<file path="config.mk">
export PLATFORM = sky130hd
export DESIGN_NAME = gregorian_date_daycount_converter_unit
export DESIGN_NICKNAME = d
export VERILOG_FILES = /design/src/sv/gdc_pkg.sv /design/src/sv/gregorian_date_daycount_converter_unit.sv
export SDC_FILE = /design/constraint.sdc
export NUM_CORES = 2
export LEC_CHECK = 0
export BUFFER_PORTS_ARGS = -buffer_cell sky130_fd_sc_hd__buf_2
export CAP_MARGIN = 25
export CORE_MARGIN = 2
export CORE_UTILIZATION = 45
export DETAILED_ROUTE_END_ITERATION = 8
export GPL_TIMING_DRIVEN = 1
export MAX_ROUTING_LAYER = met4
export PLACE_DENSITY_LB_ADDON = 0.08
export SLEW_MARGIN = 10
export SYNTH_ARGS = -nofsm -noshare
export SYNTH_HDL_FRONTEND = slang
export SYNTH_SLANG_ARGS = --single-unit
export TNS_END_PERCENT = 5
</file>
<file path="constraint.sdc">
create_clock -name clock -period 29 [get_ports clock]
set_input_delay 2.9 -clock clock [delete_from_list [all_inputs] [get_ports clock]]
set_output_delay 2.9 -clock clock [all_outputs]
set_load 0.005 [all_outputs]
</file>
<file path="src/sv/gdc_pkg.sv">
`timescale 1ns / 1ps

package gdc_pkg;

   // Calendar constants
   localparam int unsigned MaxYear    = 9999;
   localparam int unsigned DaysPer400 = 146097;
   localparam int unsigned DaysPer100 = 36524;
   localparam int unsigned DaysPer4   = 1461;
   localparam int unsigned DaysPer1   = 365;
   localparam int unsigned CountLimit = 4194303;

   // Last accepted day count: 31 December of the last supported year
   localparam int unsigned LastFull   = (MaxYear + 1) * DaysPer1 + MaxYear / 4
                                        - MaxYear / 100 + MaxYear / 400;
   localparam int unsigned LastCount  = (LastFull > CountLimit) ? CountLimit : LastFull;

   // Reciprocal multipliers; floor-based ones undershoot by at most one
   localparam int unsigned Div400Shift  = 22;
   localparam int unsigned Div400Mul    = (2 ** Div400Shift) / DaysPer400;
   localparam int unsigned Div7Shift    = 23;
   localparam int unsigned Div7Mul      = (2 ** Div7Shift) / 7;
   localparam int unsigned Div1461Shift = 16;
   localparam int unsigned Div1461Mul   = (2 ** Div1461Shift) / DaysPer4;
   // Rounded-up reciprocal, exact for operands below 43690
   localparam int unsigned Div25Shift   = 20;
   localparam int unsigned Div25Mul     = (2 ** Div25Shift + 24) / 25;

   typedef struct packed {
      logic        command;
      logic [13:0] year;
      logic [3:0]  month;
      logic [4:0]  day;
      logic [21:0] day_count;
   } gdc_req_type;

   typedef struct packed {
      logic        valid_res;
      logic [21:0] count_out;
      logic [13:0] year_out;
      logic [3:0]  month_out;
      logic [4:0]  day_out;
      logic [2:0]  weekday;
      logic [4:0]  month_length;
   } gdc_rsp_type;

   // Day of year on which a month begins, zero based
   function automatic logic [8:0] month_start(input logic [3:0] month, input logic leap);
      logic [8:0] base;
      unique case (month)
         4'd1:    base = 9'd0;
         4'd2:    base = 9'd31;
         4'd3:    base = 9'd59;
         4'd4:    base = 9'd90;
         4'd5:    base = 9'd120;
         4'd6:    base = 9'd151;
         4'd7:    base = 9'd181;
         4'd8:    base = 9'd212;
         4'd9:    base = 9'd243;
         4'd10:   base = 9'd273;
         4'd11:   base = 9'd304;
         4'd12:   base = 9'd334;
         default: base = 9'd0;
      endcase
      if (leap && month >= 4'd3 && month <= 4'd12) begin
         base = base + 9'd1;
      end
      return base;
   endfunction

   // Days in a month, zero for a month code outside January to December
   function automatic logic [4:0] month_days(input logic [3:0] month, input logic leap);
      logic [4:0] len;
      unique case (month)
         4'd1, 4'd3, 4'd5, 4'd7, 4'd8, 4'd10, 4'd12: len = 5'd31;
         4'd4, 4'd6, 4'd9, 4'd11:                     len = 5'd30;
         4'd2:                                        len = leap ? 5'd29 : 5'd28;
         default:                                     len = 5'd0;
      endcase
      return len;
   endfunction

endpackage

</file>
<file path="src/sv/gregorian_date_daycount_converter_unit.sv">
// From the accepting edge, a request passes through eleven register stages, the first
// loaded at the accepting edge and the last being the output register.
// Throughput: one transaction per cycle unless stalled; every stage has its own valid bit.
// All stages advance together and hold while a stalled response sits in the output register.
// Reset (synchronous, active high) clears the valid bits only; data registers are not reset.
`timescale 1ns / 1ps

module gregorian_date_daycount_converter_unit (
   input  logic                 clock,
   input  logic                 reset,
   input  logic                 req_valid,
   output logic                 req_stall,
   input  gdc_pkg::gdc_req_type req_data,
   output logic                 rsp_valid,
   input  logic                 rsp_stall,
   output gdc_pkg::gdc_rsp_type rsp_data
);
   import gdc_pkg::*;

   localparam int unsigned Stages = 11;

   // Fields that ride unchanged from the date lane and the weekday lane to the output
   typedef struct packed {
      logic        cmd;
      logic        c0_valid;
      logic [21:0] c0_count;
      logic [4:0]  c0_len;
      logic        in_range;
      logic [2:0]  wday;
   } hold_type;

   typedef struct packed {
      logic        cmd;
      logic [13:0] year;
      logic [3:0]  month;
      logic [4:0]  day;
      logic [7:0]  q25;
      logic [21:0] n;
      logic [4:0]  q400_est;
      logic [22:0] wx;
      logic        in_range;
   } st1_type;

   typedef struct packed {
      logic        cmd;
      logic [13:0] year;
      logic [11:0] quarter;
      logic [7:0]  q100;
      logic [9:0]  offs;
      logic [4:0]  len;
      logic        date_ok;
      logic [4:0]  q400_est;
      logic [18:0] r400;
      logic [22:0] wx;
      logic [19:0] w7_est;
      logic        in_range;
   } st2_type;

   typedef struct packed {
      logic        cmd;
      logic [22:0] ys;
      logic [9:0]  offs;
      logic [4:0]  len;
      logic        date_ok;
      logic [4:0]  q400;
      logic [17:0] r400;
      logic [3:0]  w4;
      logic        in_range;
   } st3_type;

   typedef struct packed {
      hold_type    hold;
      logic [4:0]  q400;
      logic [1:0]  cent;
      logic        later_cent;
      logic [15:0] rem;
   } st4_type;

   typedef struct packed {
      hold_type    hold;
      logic [4:0]  q400;
      logic [1:0]  cent;
      logic [2:0]  y5;
      logic        head_plain;
      logic [15:0] rem;
   } st5_type;

   typedef struct packed {
      hold_type    hold;
      logic [4:0]  q400;
      logic [1:0]  cent;
      logic [2:0]  y5;
      logic        head_plain;
      logic [4:0]  q1461_est;
      logic [15:0] rem;
   } st6_type;

   typedef struct packed {
      hold_type    hold;
      logic [4:0]  q400;
      logic [1:0]  cent;
      logic [2:0]  y5;
      logic        head_plain;
      logic [4:0]  q1461_est;
      logic [11:0] rem;
   } st7_type;

   typedef struct packed {
      hold_type    hold;
      logic [4:0]  q400;
      logic [1:0]  cent;
      logic [2:0]  y5;
      logic        head_plain;
      logic [4:0]  q1461;
      logic [10:0] rem;
   } st8_type;

   typedef struct packed {
      hold_type    hold;
      logic [4:0]  q400;
      logic [1:0]  cent;
      logic [2:0]  y5;
      logic [4:0]  q1461;
      logic [1:0]  q1;
      logic        leap;
      logic [8:0]  rem;
   } st9_type;

   typedef struct packed {
      hold_type    hold;
      logic [13:0] year;
      logic [3:0]  month;
      logic        leap;
      logic [8:0]  rem;
   } st10_type;

   logic               adv;
   logic [Stages:1]    vld_ff, vld_in;
   st1_type            st1_ff, st1_in;
   st2_type            st2_ff, st2_in;
   st3_type            st3_ff, st3_in;
   st4_type            st4_ff, st4_in;
   st5_type            st5_ff, st5_in;
   st6_type            st6_ff, st6_in;
   st7_type            st7_ff, st7_in;
   st8_type            st8_ff, st8_in;
   st9_type            st9_ff, st9_in;
   st10_type           st10_ff, st10_in;
   gdc_rsp_type        rsp_ff, rsp_in;

   // Advance the whole pipe unless the output holds a stalled response
   assign adv       = !vld_ff[Stages] || !rsp_stall;
   assign req_stall = !adv;
   assign rsp_valid = vld_ff[Stages];
   assign rsp_data  = rsp_ff;
   assign vld_in    = {vld_ff[Stages-1:1], req_valid};

   // Stage 1: year/100 estimate, 400-year estimate, weekday offset, range check
   always_comb begin
      logic [27:0] q25_prod;
      logic [26:0] q400_prod;
      q25_prod  = 28'(req_data.year[13:2]) * 28'(Div25Mul);
      q400_prod = 27'(req_data.day_count) * 27'(Div400Mul);
      st1_in.cmd      = req_data.command;
      st1_in.year     = req_data.year;
      st1_in.month    = req_data.month;
      st1_in.day      = req_data.day;
      st1_in.q25      = 8'(q25_prod >> Div25Shift);
      st1_in.n        = req_data.day_count;
      st1_in.q400_est = 5'(q400_prod >> Div400Shift);
      st1_in.wx       = 23'(req_data.day_count) + 23'd6;
      st1_in.in_range = req_data.day_count <= 22'(LastCount);
   end

   // Stage 2: leap rule, month length, offset and date check; 400-year remainder; weekday estimate
   always_comb begin
      logic [11:0] yq;
      logic        y4;
      logic        is25;
      logic        leap;
      logic [4:0]  len;
      logic [21:0] r_full;
      logic [42:0] w7_prod;
      yq      = st1_ff.year[13:2];
      y4      = st1_ff.year[1:0] == 2'd0;
      is25    = (13'(st1_ff.q25) * 13'd25) == 13'(yq);
      leap    = y4 && (!is25 || st1_ff.year[3:2] == 2'd0);
      len     = month_days(st1_ff.month, leap);
      r_full  = st1_ff.n - 22'(st1_ff.q400_est) * 22'(DaysPer400);
      w7_prod = 43'(st1_ff.wx) * 43'(Div7Mul);
      st2_in.cmd      = st1_ff.cmd;
      st2_in.year     = st1_ff.year;
      // p = year - 1: p/4 and p/100 drop by one on a multiple of four or of a hundred
      st2_in.quarter  = yq - 12'(y4 && yq != 12'd0);
      st2_in.q100     = st1_ff.q25 - 8'(y4 && is25 && yq != 12'd0);
      st2_in.offs     = 10'(month_start(st1_ff.month, leap)) + 10'(st1_ff.day);
      st2_in.len      = len;
      st2_in.date_ok  = st1_ff.year <= 14'(MaxYear) && len != 5'd0 &&
                        st1_ff.day != 5'd0 && st1_ff.day <= len;
      st2_in.q400_est = st1_ff.q400_est;
      st2_in.r400     = r_full[18:0];
      st2_in.wx       = st1_ff.wx;
      st2_in.w7_est   = 20'(w7_prod >> Div7Shift);
      st2_in.in_range = st1_ff.in_range;
   end

   // Stage 3: start of year; correct the 400-year quotient; weekday remainder
   always_comb begin
      logic [22:0] wrem;
      wrem = st2_ff.wx - 23'(st2_ff.w7_est) * 23'd7;
      st3_in.cmd = st2_ff.cmd;
      if (st2_ff.year == 14'd0) begin
         st3_in.ys = 23'd0;
      end else begin
         st3_in.ys = 23'(st2_ff.year) * 23'(DaysPer1) + 23'd1 + 23'(st2_ff.quarter)
                     - 23'(st2_ff.q100) + 23'(st2_ff.q100[7:2]);
      end
      st3_in.offs    = st2_ff.offs;
      st3_in.len     = st2_ff.len;
      st3_in.date_ok = st2_ff.date_ok;
      if (st2_ff.r400 >= 19'(DaysPer400)) begin
         st3_in.q400 = st2_ff.q400_est + 5'd1;
         st3_in.r400 = 18'(st2_ff.r400 - 19'(DaysPer400));
      end else begin
         st3_in.q400 = st2_ff.q400_est;
         st3_in.r400 = 18'(st2_ff.r400);
      end
      st3_in.w4       = wrem[3:0];
      st3_in.in_range = st2_ff.in_range;
   end

   // Stage 4: finish the day count; split off centuries; finish the weekday
   always_comb begin
      logic [22:0] c;
      logic [17:0] rc;
      logic [1:0]  cent;
      logic [17:0] remc;
      c  = st3_ff.ys + 23'(st3_ff.offs) - 23'd1;
      rc = st3_ff.r400 - 18'd1;
      priority if (rc >= 18'(3 * DaysPer100)) begin
         cent = 2'd3;
      end else if (rc >= 18'(2 * DaysPer100)) begin
         cent = 2'd2;
      end else begin
         cent = 2'd1;
      end
      remc = rc - 18'(cent) * 18'(DaysPer100);
      st4_in.hold.cmd      = st3_ff.cmd;
      st4_in.hold.c0_valid = st3_ff.date_ok && !c[22];
      st4_in.hold.c0_count = c[21:0];
      st4_in.hold.c0_len   = st3_ff.len;
      st4_in.hold.in_range = st3_ff.in_range;
      st4_in.hold.wday     = (st3_ff.w4 >= 4'd7) ? 3'(st3_ff.w4 - 4'd7) : 3'(st3_ff.w4);
      st4_in.q400          = st3_ff.q400;
      // The first century of each 400-year cycle keeps its leap day at the start
      st4_in.later_cent    = st3_ff.r400 >= 18'(DaysPer100 + 1);
      st4_in.cent          = st4_in.later_cent ? cent : 2'd0;
      st4_in.rem           = st4_in.later_cent ? 16'(remc) : 16'(st3_ff.r400);
   end

   // Stage 5: the first four years of a later century have no leap day
   always_comb begin
      logic [2:0] y5;
      y5 = 3'd0;
      st5_in.head_plain = 1'b0;
      st5_in.rem        = st4_ff.rem;
      if (st4_ff.later_cent) begin
         if (st4_ff.rem >= 16'(4 * DaysPer1)) begin
            y5         = 3'd4;
            st5_in.rem = st4_ff.rem - 16'(4 * DaysPer1);
         end else begin
            st5_in.head_plain = 1'b1;
            priority if (st4_ff.rem >= 16'(3 * DaysPer1)) begin
               y5 = 3'd3;
            end else if (st4_ff.rem >= 16'(2 * DaysPer1)) begin
               y5 = 3'd2;
            end else if (st4_ff.rem >= 16'(DaysPer1)) begin
               y5 = 3'd1;
            end else begin
               y5 = 3'd0;
            end
            st5_in.rem = st4_ff.rem - 16'(y5) * 16'(DaysPer1);
         end
      end
      st5_in.hold = st4_ff.hold;
      st5_in.q400 = st4_ff.q400;
      st5_in.cent = st4_ff.cent;
      st5_in.y5   = y5;
   end

   // Stage 6: estimate the count of four-year blocks
   always_comb begin
      logic [21:0] q_prod;
      q_prod = 22'(st5_ff.rem) * 22'(Div1461Mul);
      st6_in.hold       = st5_ff.hold;
      st6_in.q400       = st5_ff.q400;
      st6_in.cent       = st5_ff.cent;
      st6_in.y5         = st5_ff.y5;
      st6_in.head_plain = st5_ff.head_plain;
      st6_in.q1461_est  = 5'(q_prod >> Div1461Shift);
      st6_in.rem        = st5_ff.rem;
   end

   // Stage 7: remainder after the estimated four-year blocks
   always_comb begin
      logic [15:0] r_full;
      r_full = st6_ff.rem - 16'(st6_ff.q1461_est) * 16'(DaysPer4);
      st7_in.hold       = st6_ff.hold;
      st7_in.q400       = st6_ff.q400;
      st7_in.cent       = st6_ff.cent;
      st7_in.y5         = st6_ff.y5;
      st7_in.head_plain = st6_ff.head_plain;
      st7_in.q1461_est  = st6_ff.q1461_est;
      st7_in.rem        = r_full[11:0];
   end

   // Stage 8: correct the four-year quotient
   always_comb begin
      st8_in.hold       = st7_ff.hold;
      st8_in.q400       = st7_ff.q400;
      st8_in.cent       = st7_ff.cent;
      st8_in.y5         = st7_ff.y5;
      st8_in.head_plain = st7_ff.head_plain;
      if (st7_ff.rem >= 12'(DaysPer4)) begin
         st8_in.q1461 = st7_ff.q1461_est + 5'd1;
         st8_in.rem   = 11'(st7_ff.rem - 12'(DaysPer4));
      end else begin
         st8_in.q1461 = st7_ff.q1461_est;
         st8_in.rem   = 11'(st7_ff.rem);
      end
   end

   // Stage 9: year within the four-year block; the leap year leads the block
   always_comb begin
      logic        tail_step;
      logic [10:0] rc;
      logic [1:0]  q1;
      logic [10:0] rem_t;
      tail_step = st8_ff.rem >= 11'(DaysPer1 + 1);
      rc        = st8_ff.rem - 11'd1;
      priority if (rc >= 11'(3 * DaysPer1)) begin
         q1 = 2'd3;
      end else if (rc >= 11'(2 * DaysPer1)) begin
         q1 = 2'd2;
      end else begin
         q1 = 2'd1;
      end
      rem_t = rc - 11'(q1) * 11'(DaysPer1);
      st9_in.hold  = st8_ff.hold;
      st9_in.q400  = st8_ff.q400;
      st9_in.cent  = st8_ff.cent;
      st9_in.y5    = st8_ff.y5;
      st9_in.q1461 = st8_ff.q1461;
      st9_in.q1    = tail_step ? q1 : 2'd0;
      st9_in.leap  = !tail_step && !st8_ff.head_plain;
      st9_in.rem   = tail_step ? rem_t[8:0] : st8_ff.rem[8:0];
   end

   // Stage 10: assemble the year; search the month
   always_comb begin
      logic [3:0] month;
      month = 4'd1;
      for (int i = 2; i <= 12; i++) begin
         if (st9_ff.rem >= month_start(4'(i), st9_ff.leap)) begin
            month = 4'(i);
         end
      end
      st10_in.hold  = st9_ff.hold;
      st10_in.year  = 14'(st9_ff.q400) * 14'd400 + 14'(st9_ff.cent) * 14'd100
                      + 14'(st9_ff.y5) + 14'(st9_ff.q1461) * 14'd4 + 14'(st9_ff.q1);
      st10_in.month = month;
      st10_in.leap  = st9_ff.leap;
      st10_in.rem   = st9_ff.rem;
   end

   // Stage 11: day of month; drop the fields the command does not produce
   always_comb begin
      logic [8:0] day_full;
      day_full = st10_ff.rem + 9'd1 - month_start(st10_ff.month, st10_ff.leap);
      rsp_in = '0;
      if (!st10_ff.hold.cmd) begin
         rsp_in.valid_res    = st10_ff.hold.c0_valid;
         rsp_in.count_out    = st10_ff.hold.c0_valid ? st10_ff.hold.c0_count : 22'd0;
         rsp_in.month_length = st10_ff.hold.c0_len;
      end else if (st10_ff.hold.in_range) begin
         rsp_in.valid_res = 1'b1;
         rsp_in.year_out  = st10_ff.year;
         rsp_in.month_out = st10_ff.month;
         rsp_in.day_out   = day_full[4:0];
         rsp_in.weekday   = st10_ff.hold.wday;
      end
   end

   // Advance valid bits
   always_ff @(posedge clock) begin
      if (reset) begin
         vld_ff <= '0;
      end else if (adv) begin
         vld_ff <= vld_in;
      end
   end

   // Advance data; hold on stall
   always_ff @(posedge clock) begin
      if (adv) begin
         st1_ff  <= st1_in;
         st2_ff  <= st2_in;
         st3_ff  <= st3_in;
         st4_ff  <= st4_in;
         st5_ff  <= st5_in;
         st6_ff  <= st6_in;
         st7_ff  <= st7_in;
         st8_ff  <= st8_in;
         st9_ff  <= st9_in;
         st10_ff <= st10_in;
         rsp_ff  <= rsp_in;
      end
   end

endmodule

</file>
# Word-level counts from Yosys, hierarchy flattened
# Memories as Yosys holds them, arrays and structs flattened. A register that Yosys moved wholly into a read port is not among the register bits.
# Index checks and enable logic that the tools add are counted.
# W data, S select, Z words.
dict set report classes {
  n_eq_ne 13
  multipliers 14
  addsub 32
  magnitude_cmp 31
  reduce_logical 34
  muxes 45
  n_bitwise 2
}
# cell n
set op_table {}
lappend op_table {{$mux W16} 4}
lappend op_table {{$mul A23 B19 Y41 const B} 1}
lappend op_table {{$ge A18 B17 Y1 const B} 2}
lappend op_table {{$ge A9 B8 Y1} 4}
lappend op_table {{$mux W3} 12}
lappend op_table {{$ge A16 B11 Y1 const B} 2}
lappend op_table {{$mux W4} 7}
lappend op_table {{$ge A9 B9 Y1} 3}
lappend op_table {{$mul A12 B13 Y25 const B} 1}
lappend op_table {{$mul A22 B3 Y25 const B} 1}
lappend op_table {{$add A22 B3 Y23 const B} 1}
lappend op_table {{$add A23 B1 Y23 const B} 1}
lappend op_table {{$add A23 B10 Y23} 1}
lappend op_table {{$add A23 B12 Y23} 1}
lappend op_table {{$add A23 B6 Y23} 1}
lappend op_table {{$mul A14 B9 Y23 const B} 1}
lappend op_table {{$mux W23} 1}
lappend op_table {{$sub A23 B1 Y23 const B} 1}
lappend op_table {{$sub A23 B8 Y23} 1}
lappend op_table {{$le A22 B22 Y1 const B} 1}
lappend op_table {{$add A5 B1 Y5 const B} 4}
lappend op_table {{$eq A4 B4 Y1 const B} 5}
lappend op_table {{$mul A20 B3 Y4 const B} 1}
lappend op_table {{$ge A19 B18 Y1 const B} 1}
lappend op_table {{67 further kinds} 113}
dict set report word_totals {
  romBits 288
  mem_count 2
  elab_cells 293
  reg_bits 729
}
# name depth width read_ports rd_ports_with_merged_regs wr line
set memory_table {}
lappend memory_table {{(no name shown)} 16 9 1 1 0 gdc_pkg.sv:50} ;# unique case (month)
lappend memory_table {{(no name shown)} 16 9 1 0 0 gdc_pkg.sv:50}

# Depth between registers and ports, before layout
dict set report depth {
  word_depth 11
  mapped_depth 26
  ltp_nobuf 25
}

# Worst setup path before layout
# Ideal clock, no wire load.
dict set report synth_timing {
  kind {input -> register}
  start {in rsp_stall}
  end {reg rsp_ff, in the netlist rsp_data[0], enable pin}
  t_required_ns 27.689
  stages 2
  setup_ns 1.311
  path_slack_ns 6.103
  arrival_ns 21.587
  path_cell_list {nand2_1 -> clkbuf_1}
}
dict set report synth_via {
  elab_chain_len 2
}
# item line
set synth_rtl {}
lappend synth_rtl {{start, declared} gregorian_date_daycount_converter_unit.sv:15} ;# input logic rsp_stall,
lappend synth_rtl {{$logic_not A1 Y1} gregorian_date_daycount_converter_unit.sv:152} ;# assign adv = !vld_ff[Stages] || !rsp_stall;
lappend synth_rtl {{$logic_or A1 B1 Y1} gregorian_date_daycount_converter_unit.sv:152}
lappend synth_rtl {{end signal, assigned} gregorian_date_daycount_converter_unit.sv:416} ;# rsp_ff <= rsp_in;
lappend synth_rtl {{end, declared} gregorian_date_daycount_converter_unit.sv:149} ;# gdc_rsp_type rsp_ff, rsp_in;
# No other way between the ends.
# A chain may end at the register's enable or synchronous reset.

==> flow_summary.yaml <==
run_status:
  status: "complete, no violations"
logic_synthesis:
  yosysUniqueCellTypes: 81
  synth_ff_type: "edfxtp_1"
  yosysWarnings: 0
  synthesis.nets: 4653
  synth_top_family_by_area: "adder cells"
  ys_ff_latch: 701
  yosys.area_share.simple: 0.07276
  yosys-mux-area-fraction: 0.005140
  ys_seq_area_frac: 0.4580
  synth.avg_cell_area_um2: 12.14
  ys_async_sr_fraction: 0
  netlist_area_um2: 45520
  synth-adder-area-share: 0.2786
  synth_edf_count: 681
  synth_cells: 3749
  synth_compound_area_frac: 0.06918
  synthXorXnorAreaFrac: 0.05503
placed_design:
  dp.cells: 5118
  routabilityCongestion: 0.8214
  hpwl_um: 58390
  portBuffers: 105
  placed_area_um2: 47590
flow_run:
  maxCapViolCount: 0
sta:
  relSlewSlack: 0.3417
  setup_viol: 0
  setup-tns-final_ns: 0
  slew_violations: 0
  rsz0062_at_grt: "no"
  skew_ns: 0.02309
  fin_crit_ns: 7.645
  finalCritPeriodShare: 0.2636
  worstMarginPinSlew_ns: 0.9874
  hold_viol_final: 0
  fmax_ghz: 0.1308
cells_and_area:
  final_cell_mix: "687 x inv_1, 681 x edfxtp_1, 588 x ha_1, 266 x fa_1, 195 x xnor2_1"
  fin_area_um2: 50210
  syn2layout_area_growth_pct: 10.29
  multi_input_area_um2: 21890
  drive_gt1_frac: 0.07085
  nFillCells: 8971
  final_cells: 5264
  diodes: 0
  register_area_um2: 20850
  final_nets: 4808
  mostFrequentLayoutCell: "inv_1"
critical_path:
  path_class: "in2reg"
  cp-start-kind: "primary input"
  cp.required_ns: 29.39
  reg2regPathDepth: 23
  cp_max_fo: 6
  endpoint_kind: "register"
  cp.arrival_ns: 8.04
clock_tree:
  cts_hold_buf: 0
  numCtsBuffers: 79
  h-tree-depth: 3
  cts_sinks: 701
  clk_latency_ns: 0.64
  path_clk_slew_ns: 0.06
  clockRootBuffer: "clkbuf_16"
  post_cts_buffers: 0
  cts_max_path_buffers: 3
  cts-resized-gates: 0
  cts_tree: "yes"
global_route:
  grt_pass1_vias: 25970
  track_usage: 0.1587
  grt_pass1_wl_um: 130400
  grt_max_degree: 180
  grt_overflow: 0
  antenna_found_initial: 1
floorplanning:
  die_w_um: 322.1
  start_util: 0.4545
  die_area_um2: 103700
  die_h_um: 322.1
  ios: 106
  core_area_um2: 100100
  std_cell_rows: 116
route:
  drt-total-wl_um: 76510
  viasPerCell: 4.834
  vias: 25450
  wl_per_cell_um: 14.53
  drc_errors: 0
  ant_nets: 0
  first_pass_iters: 5
  drtIter0Drc: 1129
hold_path:
  hold_depth: 0
  hp-class: "reg2reg"
[stage by stage]
stage | setup WS [ns] | util | hold WS (ns)
final | 21.35 | 0.5013 | 0.4056
after global routing | 21.03 | 0.5013 | 0.3976
after CTS | 21.38 | 0.5007 | 0.4002
after detailed placement | 20.68 | 0.4753 | 0.4045
after global placement | 20.70 | 0.4753 | 0.4005
after floorplan | 6.103 | - | 0.4003
[cell type report]
| cell class | instances | share of cell area |
|---|---|---|
| Clock buffer | 86 | 0.03990 |
| Clock inverter | 57 | 0.01089 |
| Inverter | 688 | 0.05144 |
| Multi-Input combinational cell | 2312 | 0.4361 |
| Sequential cell | 701 | 0.4153 |
| Tap cell | 1298 | 0.03235 |
| Timing Repair Buffer | 122 | 0.01406 |
[registers in the layout, indices dropped and copies added (netlist names), named ones only]
signal,flops
st4_ff,55
st5_ff,58
st9_ff,17
st1_ff,79
st6_ff,59
st2_ff,82
st7_ff,59
st10_in,41
rsp_data,52
vld_ff,11
st3_ff,66
st10_ff,55
st8_ff,58
[path summary, 6_finish.rpt]
check	from	end	slack, ns
setup / recovery	req_data[39]	st1_ff[58]$_DFFE_PN_	21.35
hold / removal	st2_ff[82]$_DFFE_PN_	st3_ff[42]$_DFFE_PN_	0.41
setup reg to reg	st1_ff[55]$_DFFE_PN_	st2_ff[80]$_DFFE_PN_	23.22
hold reg to reg	st2_ff[82]$_DFFE_PN_	st3_ff[42]$_DFFE_PN_	0.41
[cell usage after synthesis, types with 40 or more instances]
master / n / area (um^2)
a21oi_1: 163 / 815.8
clkbuf_1: 40 / 150.1
edfxtp_1: 681 / 20450
fa_1: 266 / 5325
ha_1: 588 / 7357
inv_1: 687 / 2579
nand2_1: 159 / 596.8
nand3_1: 42 / 210.2
nor2_1: 151 / 566.8
nor2b_1: 42 / 262.8
nor3_1: 45 / 225.2
o21ai_0: 97 / 485.5
xnor2_1: 195 / 1708
xor2_1: 91 / 797.0
[metal layers]
layer / GRT usage / vias to the layer above / wire (um)
li1: - / 13140 / -
met1: 0.2138 / 11930 / 37080
met2: 0.2513 / 266 / 35410
met3: 0.02232 / 113 / 2365
met4: 0.04559 / 0 / 1647
met5: - / - / 0
[logic make-up after synthesis]
| kind of cell | count (synthesis) |
|---|---|
| compound gates | 497 |
| xor+xnor | 286 |
| fa+ha+maj | 854 |
| buf+inv | 736 |
| flops | 701 |
| mux | 21 |
| simple gates | 654 |
[worst max-delay path: stages]
cell      delay [ns]
buf_2           0.17
fa_1            0.53
fa_1            0.51
inv_1           0.06
fa_1            0.50
inv_1           0.05
fa_1            0.50
fa_1            0.49
ha_1            0.32
a21o_1          0.18
a21o_1          0.17
a221oi_1        0.26
o21a_1          0.24
nor3_1          0.09
o21a_1          0.22
o21ai_0         0.19
a21boi_0        0.21
o31ai_1         0.33
xnor2_1         0.11
Power is left out: the tool's default activity adds up to more than one toggle a clock period on the data nets, which glitch-free logic cannot reach.
